<file path="src/design/bmre_pkg.sv">
// types and constants shared by the boot mouse report decoder
package bmre_pkg;

   localparam int unsigned NUM_EVENTS = 7;

   localparam logic [1:0] KIND_REL  = 2'd0;
   localparam logic [1:0] KIND_KEY  = 2'd1;
   localparam logic [1:0] KIND_SYNC = 2'd2;

   localparam logic [2:0] CODE_X      = 3'd0;
   localparam logic [2:0] CODE_Y      = 3'd1;
   localparam logic [2:0] CODE_WHEEL  = 3'd2;
   localparam logic [2:0] CODE_LEFT   = 3'd3;
   localparam logic [2:0] CODE_RIGHT  = 3'd4;
   localparam logic [2:0] CODE_MIDDLE = 3'd5;
   localparam logic [2:0] CODE_END    = 3'd6;

   localparam logic [3:0] MIN_LENGTH   = 4'd3;
   localparam logic [3:0] MAX_LENGTH   = 4'd8;
   localparam logic [3:0] WHEEL_LENGTH = 4'd4;

   typedef struct packed {
      logic [7:0]        button_bits;
      logic signed [7:0] move_x;
      logic signed [7:0] move_y;
      logic signed [7:0] wheel_step;
      logic [3:0]        report_length;
   } req_type;

   typedef struct packed {
      logic [1:0]        event_kind;
      logic [2:0]        event_code;
      logic signed [7:0] event_value;
      logic              last_event;
   } rsp_type;

endpackage

</file>
<file path="src/design/boot_mouse_report_to_events_unit.sv">
// top level: boot protocol mouse report to relative, key and sync events
//
// each accepted report with a length of 3 to 8 bytes and some activity (motion,
// wheel, or any change of the stored button byte) yields a run of items: x, y
// and wheel motion for nonzero values, then left, right and middle key events
// for buttons that changed, then one sync item with last_event set. reports
// with a bad length or no activity yield nothing. the button byte of a report
// that yields a run is stored at accept time, so the next report is compared
// against it at once. each report produces 1 to 7 items, shown by the single
// output register one item a cycle while rsp_ready holds; the next report is
// taken in the same cycle the last pending item moves to the output register,
// so runs follow each other without a gap. a report that yields nothing is
// accepted and dropped.
module boot_mouse_report_to_events_unit (
   input  logic             clock,
   input  logic             reset,
   input  logic             req_valid,
   output logic             req_ready,
   input  bmre_pkg::req_type req_data,
   output logic             rsp_valid,
   input  logic             rsp_ready,
   output bmre_pkg::rsp_type rsp_data
);
   import bmre_pkg::*;

   // pending work for the report being unrolled
   logic [NUM_EVENTS-1:0] pend_mask_ff, pend_mask_in;
   logic signed [7:0]     dx_ff, dy_ff, wh_ff;
   logic [2:0]            btn_ff;
   logic [7:0]            prev_buttons_ff;

   // output register
   logic    rsp_valid_ff, rsp_valid_in;
   rsp_type rsp_data_ff, rsp_data_in;

   logic                  accept;
   logic                  out_free;
   logic                  emit;
   logic [NUM_EVENTS-1:0] pick;
   logic [NUM_EVENTS-1:0] rest;
   logic [2:0]            pick_idx;
   logic                  len_ok;
   logic signed [7:0]     wheel_eff;
   logic [7:0]            changed;
   logic                  active;
   logic [NUM_EVENTS-1:0] new_mask;

   // output slot can take an item this cycle
   assign out_free = !rsp_valid_ff || rsp_ready;
   assign emit     = (pend_mask_ff != '0) && out_free;

   // lowest pending event goes first
   assign pick = pend_mask_ff & (~pend_mask_ff + NUM_EVENTS'(1));
   assign rest = pend_mask_ff & ~pick;

   assign req_ready = (pend_mask_ff == '0) || (emit && (rest == '0));
   assign accept    = req_valid && req_ready;

   // decode of the incoming report
   assign len_ok    = (req_data.report_length >= MIN_LENGTH) &&
                      (req_data.report_length <= MAX_LENGTH);
   assign wheel_eff = (req_data.report_length >= WHEEL_LENGTH) ?
                      req_data.wheel_step : 8'sd0;
   assign changed   = req_data.button_bits ^ prev_buttons_ff;
   assign active    = (req_data.move_x != 8'sd0) || (req_data.move_y != 8'sd0) ||
                      (wheel_eff != 8'sd0) || (changed != 8'd0);

   always_comb begin
      new_mask = '0;
      if (len_ok && active) begin
         new_mask = {1'b1, changed[2:0], wheel_eff != 8'sd0,
                     req_data.move_y != 8'sd0, req_data.move_x != 8'sd0};
      end
   end

   always_comb begin
      pend_mask_in = pend_mask_ff;
      if (accept) begin
         pend_mask_in = new_mask;
      end else if (emit) begin
         pend_mask_in = rest;
      end
   end

   // index of the picked event, at most seven narrow steps
   always_comb begin
      pick_idx = CODE_END;
      for (int i = NUM_EVENTS - 1; i >= 0; i--) begin
         if (pick[i]) begin
            pick_idx = 3'(i);
         end
      end
   end

   // build the outgoing item
   always_comb begin
      rsp_data_in             = rsp_data_ff;
      rsp_data_in.event_code  = pick_idx;
      rsp_data_in.last_event  = 1'b0;
      rsp_data_in.event_kind  = KIND_REL;
      rsp_data_in.event_value = 8'sd0;
      unique case (pick_idx)
         CODE_X: begin
            rsp_data_in.event_value = dx_ff;
         end
         CODE_Y: begin
            rsp_data_in.event_value = dy_ff;
         end
         CODE_WHEEL: begin
            rsp_data_in.event_value = wh_ff;
         end
         CODE_LEFT: begin
            rsp_data_in.event_kind  = KIND_KEY;
            rsp_data_in.event_value = {7'd0, btn_ff[0]};
         end
         CODE_RIGHT: begin
            rsp_data_in.event_kind  = KIND_KEY;
            rsp_data_in.event_value = {7'd0, btn_ff[1]};
         end
         CODE_MIDDLE: begin
            rsp_data_in.event_kind  = KIND_KEY;
            rsp_data_in.event_value = {7'd0, btn_ff[2]};
         end
         default: begin
            rsp_data_in.event_kind = KIND_SYNC;
            rsp_data_in.last_event = 1'b1;
         end
      endcase
   end

   always_comb begin
      rsp_valid_in = rsp_valid_ff;
      if (emit) begin
         rsp_valid_in = 1'b1;
      end else if (rsp_ready) begin
         rsp_valid_in = 1'b0;
      end
   end

   // control state
   always_ff @(posedge clock) begin
      if (reset) begin
         pend_mask_ff    <= '0;
         rsp_valid_ff    <= 1'b0;
         prev_buttons_ff <= 8'd0;
      end else begin
         pend_mask_ff <= pend_mask_in;
         rsp_valid_ff <= rsp_valid_in;
         // store the button byte only for reports that produce a run
         if (accept && len_ok && active) begin
            prev_buttons_ff <= req_data.button_bits;
         end
      end
   end

   // payload registers
   always_ff @(posedge clock) begin
      if (accept) begin
         dx_ff  <= req_data.move_x;
         dy_ff  <= req_data.move_y;
         wh_ff  <= wheel_eff;
         btn_ff <= req_data.button_bits[2:0];
      end
      if (emit) begin
         rsp_data_ff <= rsp_data_in;
      end
   end

   assign rsp_valid = rsp_valid_ff;
   assign rsp_data  = rsp_data_ff;

endmodule
</file>
<file path="config.mk">
export PLATFORM = sky130hd
export DESIGN_NAME = boot_mouse_report_to_events_unit
export DESIGN_NICKNAME = d
export VERILOG_FILES = /design/src/design/bmre_pkg.sv /design/src/design/boot_mouse_report_to_events_unit.sv
export SDC_FILE = /design/constraint.sdc
export NUM_CORES = 1
export LEC_CHECK = 0
export BUFFER_PORTS_ARGS = -buffer_cell sky130_fd_sc_hd__buf_2
export CAP_MARGIN = 20
export CORE_ASPECT_RATIO = 1.2
export CORE_UTILIZATION = 35
export DETAILED_ROUTE_END_ITERATION = 7
export SYNTH_ARGS = -nofsm -noshare
export SYNTH_HDL_FRONTEND = slang
export SYNTH_SLANG_ARGS = --single-unit
</file>
<file path="constraint.sdc">
create_clock -name clock -period 2.4 [get_ports clock]
set_input_delay 0.6 -clock clock [delete_from_list [all_inputs] [get_ports clock]]
set_output_delay 0.6 -clock clock [all_outputs]
set_load 0.01 [all_outputs]
</file>
Yosys cells after proc, flatten, opt, wreduce, memory -nomap -nowiden
Cells that the tools add are included.

operators by class
  $add $sub $neg = 1
  $lt $le $gt $ge = 3
  equality and inequality tests = 5
  muxes and demuxes = 15
  bitwise operators = 5
  reductions and logical operators = 26

operators with widths
  cell                                                               number
  one-hot mux 8 bit (6 select lines)                                 1
  nonzero test 8 bit                                                 4
  two-way mux 7 bit                                                  3
  two-way mux 3 bit                                                  5
  bitwise AND 7 bit                                                  2
  logical NOT 7 bit                                                  2
  NOT 7 bit                                                          2
  two-way mux 8 bit                                                  1
  bitwise XOR 8 bit                                                  1
  adder 7 x 1 -> 7 bit, second input constant                        1
  logical AND 1 bit                                                  7
  nonzero test 7 bit                                                 1
  equality test 3 x 2 -> 1 bit, second input constant                2
  equality test 3 bit, second input constant                         2
  OR reduction 3 bit                                                 2
  OR reduction 6 bit                                                 1
  logical OR 1 bit                                                   5
  greater-or-equal comparator 4 x 2 -> 1 bit, second input constant  1
  greater-or-equal comparator 4 x 3 -> 1 bit, second input constant  1
  less-or-equal comparator 4 bit, second input constant              1
  one-hot mux 2 bit (2 select lines)                                 1
  nonzero test 2 bit                                                 2
  equality test 3 x 1 -> 1 bit, second input constant                1
  logical NOT 3 bit                                                  1
  other kinds (3)                                                    5

word-level totals
  register bits after elaboration = 57
  bits of input ports = 40
  output and inout port bits = 16
  logic and storage cells = 66

Longest topological paths before layout
  depth in word-level cells = 12
  mapped depth = 8
  gate-level depth less buffers = 7

Worst setup path after synthesis
No wires, ideal clock.

  kind = input port to output port
  from = in rsp_ready
  to = out req_ready
  arrival = 1.476 ns
  required time = 1.800 ns
  slack = 0.324 ns
  stages = 6
  path buffers = 0
  path through = nor2b_1 > maj3_1 > nor3_1 > nor2_1 > o21ai_0 > a21o_1

between the ends
  longest elaborated chain between the ends = 4

RTL lines
  what               line                                    text
  from (decl)        boot_mouse_report_to_events_unit.sv:21  input logic rsp_ready,
  logical OR 1 bit   boot_mouse_report_to_events_unit.sv:49  assign out_free = !rsp_valid_ff || rsp_ready;
  logical AND 1 bit  boot_mouse_report_to_events_unit.sv:50  assign emit = (pend_mask_ff != '0) && out_free;
  logical AND 1 bit  boot_mouse_report_to_events_unit.sv:56  assign req_ready = (pend_mask_ff == '0) || (emit && (rest == '0));
  logical OR 1 bit   boot_mouse_report_to_events_unit.sv:56
  to (decl)          boot_mouse_report_to_events_unit.sv:18  output logic req_ready,

No other way between the ends.

Worst setup path after layout
  from = reg rsp_valid_ff (netlist: rsp_valid)
  to = out req_ready

between the ends
  longest elaborated chain between the ends = 5

RTL lines
  what                    line                                     text
  from (decl)             boot_mouse_report_to_events_unit.sv:33   logic rsp_valid_ff, rsp_valid_in;
  from (signal assigned)  boot_mouse_report_to_events_unit.sv:148  rsp_valid_ff <= rsp_valid_in;
  logical NOT 1 bit       boot_mouse_report_to_events_unit.sv:49
  logical OR 1 bit        boot_mouse_report_to_events_unit.sv:49
  logical AND 1 bit       boot_mouse_report_to_events_unit.sv:50
  logical AND 1 bit       boot_mouse_report_to_events_unit.sv:56
  logical OR 1 bit        boot_mouse_report_to_events_unit.sv:56

No other way between the ends.

==> impl_summary.log <==
[metrics] status: complete, no violations
[metrics] Synth top cells by count: edfxtp_1, nor2_1, dfxtp_1, nand2_1, o21ai_0
[metrics] primary flip-flop cell chosen by synthesis mapping: edfxtp_1
[metrics] combined global-route utilization of all metal layers: 14.7%
[metrics] relative max-transition margin: 57.0%
[metrics] NumNets Final: 320
[metrics] sequential cell fraction of total power: 42.4%
[metrics] Switching Share: 30.5%
[metrics] maxcap violations: 0
[metrics] starting DRC count in detailed routing: 91
[metrics] Worst Skew: 0.00848 ns
[metrics] slowest CP cell: dfxtp_2
[metrics] CP Buf/Inv Count: 1
[metrics] post-detail-place hpwl: 3780 um
[metrics] Clk pwr share: 28.0%
[metrics] flip-flop and latch area: 0.00156 mm2
[metrics] setup TNS after final layout: 0 ns
[metrics] post-route clock period utilization: 95.5%
[metrics] post-detailed-route DRC marker count: 0
[metrics] post-synth cell types: 40
[metrics] crit-path max FO: 4
[metrics] cell area after synthesis: 0.00254 mm2
[metrics] average detailed-routed wire length per instance: 13.7 um
[metrics] number of sinks on the clock net: 57
[metrics] Setup crit end kind: primary output
[metrics] CTS root buffer: clkbuf_8
[metrics] maximum number of pins on one net before global-route repair: 28
[metrics] CTS tree: built
[metrics] startpoint-to-endpoint class of the critical path: register to primary output
[metrics] clock insertion delay at the later pin of the skew report: 0.33 ns
[metrics] die width: 79.7 um
[metrics] post-synthesis sequential element count: 57
[metrics] Multi-input gate area: 901 um2
[metrics] Clock Tree Buf Depth: 2
[metrics] antenna cells: 0
[metrics] top area cells in the synthesized netlist: edfxtp_1, dfxtp_1, mux2i_1
[metrics] final worst slack: 0.108 ns
[metrics] startpoint types: register
[metrics] Die Outline Area: 0.00760 mm2
[metrics] Crit path arrival time: 1.69 ns
[metrics] share of the synthesized area in the top cell type: 48.5%
[metrics] average instance area after synthesis: 11.8 um2
[metrics] Final ANT Viol Nets: 0
[metrics] total grt overflow: 0
[metrics] vertical die dimension: 95.3 um
[metrics] via-per-instance ratio: 4.89
[metrics] cell family with most CP delay: simple AND/OR/NAND/NOR gates
[metrics] leakage power summed over all cells: 1.26 nW
[metrics] highest attainable clock frequency: 436 MHz
[metrics] Synth area leader: edfxtp_1
[metrics] number of enable flip-flop cells after synthesis: 41
[metrics] peak supply drop: 0.382 mV
[metrics] Routed Wire Length: 5090 um
[metrics] area of the placeable core: 0.00694 mm2
[metrics] pre-CTS setup slack: 0.0602 ns
[metrics] clock-pin transition on the worst setup and hold timing paths: 0.07 ns
[metrics] Async S/R FF share, synth: 0%
[metrics] filler cell count: 654
[metrics] power density over the cells: 1210 mW/mm2
[metrics] combinational cell fraction of total power: 29.6%
[metrics] final hold viol count: 0
[metrics] routability cong.: 0.872
[metrics] most numerous cell in the Yosys netlist: edfxtp_1
[metrics] Sw Pwr: 1.18 mW
[metrics] Mapped Cells: 215
[metrics] fraction of final layout cells sized beyond drive strength 1: 33.3%
[metrics] Worst-Margin Slew: 0.642 ns
[metrics] depth of the CTS H-tree: 3
[metrics] Pre-antenna DRT Iters: 4
[metrics] synthesis warning total: 0
[metrics] count of endpoints failing setup in the final report: 0
[metrics] first-pass GRT wire length: 8320 um
[metrics] site row count: 33
[metrics] cells traversed along the worst timing path: nor2b_4 -> maj3_2 -> nor3_2 -> nor2_1 -> o21ai_1 -> a21o_1 -> buf_2
[metrics] largest incremental delay on the critical path: 0.32 ns
[metrics] total clock buffers created by CTS: 9
[metrics] initial antenna violation count: 0
[metrics] IO Count: 56
[metrics] area added between synthesis and finish: 25.8%
[metrics] min-delay worst type: input port to register
[metrics] overall via count from detail_route: 1819
[metrics] number of pins with negative max-slew slack in the final report: 0
[metrics] setup repair after global routing missed its margin: no
[metrics] Starting Density: 36.6%
[metrics] number of nets produced by synthesis: 255
[metrics] sequential cell area fraction in the yosys report: 61.1%
[metrics] Critical Path RT: 1.80 ns
[metrics] number of I/O port buffers: 55
[metrics] Util after Layout: 46.0%
[metrics] number of global-route vias before repair: 1806
[metrics] internal power component: 2.70 mW
[metrics] Period minus WS final: 2.29 ns
cell families (layout without fill, tap and decap cells):
family                     after synthesis  count (layout)  share of synthesized area, %
DFF                                     57              57                          61.1
xor gates and xnor gates                 8               8                          2.76
and+or+nand+nor                         76              76                          15.6
AOI/OAI and AO/OA                       43              43                          11.6
muxes                                   10              10                          3.94
adders and majority gates                2               2                         0.838
buffers and inverters                   19              89                          4.19
registers in the layout, summed over array words and instances (netlist names):
name / cells
rsp_data: 14
dx_ff: 8
dy_ff: 8
prev_buttons_ff: 8
wh_ff: 8
pend_mask_ff: 7
btn_ff: 3
rsp_valid: 1
cell type report:
type,count,share of cell area [%]
inverters,7,0.823
flip-flops and latches,57,48.7
multi-input cells,139,28.2
well taps,87,3.41
clock buffers,11,4.43
repair buffers,66,11.2
clock inverters,5,3.21
layout by cell type, fill, tap and decap left out, drive strengths merged, types with 3 or more instances in the layout:
cell type	synthesis	routed
nor2b	10	10
a22oi	8	8
nor4	7	7
nor3	10	10
mux2i	10	10
edfxtp	41	41
buf	6	66
nor2	21	21
a21oi	8	8
bufinv	0	3
nand3	3	3
nand4	3	3
inv	7	7
dfxtp	16	16
o21ai	12	12
xnor2	8	8
clkbuf	6	11
nand2	16	16
repair_timing:
item / 4_1_cts / 5_1_grt
hold buffers: 0 / 0
setup buffers: 0 / 1
gates resized for setup: 1 / 8
endpoints found under the hold margin: 0 / 0
pin swaps: 0 / 3
endpoints found under the setup margin: 1 / 1
worst register-to-register path, delay by kind of cell (launching register included):
| kind | cells | cell delay (ns) |
|---|---|---|
| and+or+nand+nor | 4 | 1.08 |
| DFF | 1 | 0.43 |
| muxes | 1 | 0.28 |
| AOI/OAI and AO/OA | 1 | 0.20 |
worst paths after layout:
check	to	cells after the start	slack, ns	startpoint
worst max-delay path	req_ready	7	0.11	rsp_valid
worst min-delay path	dx_ff[6]	1	0.46	req_data[26]
worst max register to register	prev_buttons_ff[6]	6	0.29	pend_mask_ff[4]
worst min register to register	prev_buttons_ff[4]	2	0.52	prev_buttons_ff[4]
power groups by stage:
stage               sequential, mW  combinational, mW  clock, mW
floorplan                     1.69              0.725          0
global placement              1.65               1.11          0
detailed placement            1.66               1.13          0
CTS                           1.64               1.13       1.11
global route                  1.68               1.29       1.15
finish                        1.64               1.15       1.09
layer usage:
layer	up-vias	routed length (um)	global-route usage, %	part of all wire, %
met5	-	0	0	0
met4	0	150	9.23	2.9
met3	13	219	3.06	4.3
met2	53	2480	23.8	49
met1	827	2240	17.8	44
li1	926	-	-	-
per-stage QoR:
stage | power [mW] | instance area (um2) | hold WS (ns) | instances
finish | 3.88 | 3190 | 0.461 | 372
detailed placement | 2.78 | 2920 | 0.507 | 355
global route | 4.12 | 3190 | 0.449 | 372
floorplan | 2.41 | 2540 | 0.482 | 215
CTS | 3.88 | 3170 | 0.449 | 371
global placement | 2.75 | 2920 | 0.493 | 355
Note: power is estimated with default switching activity, not from simulation.
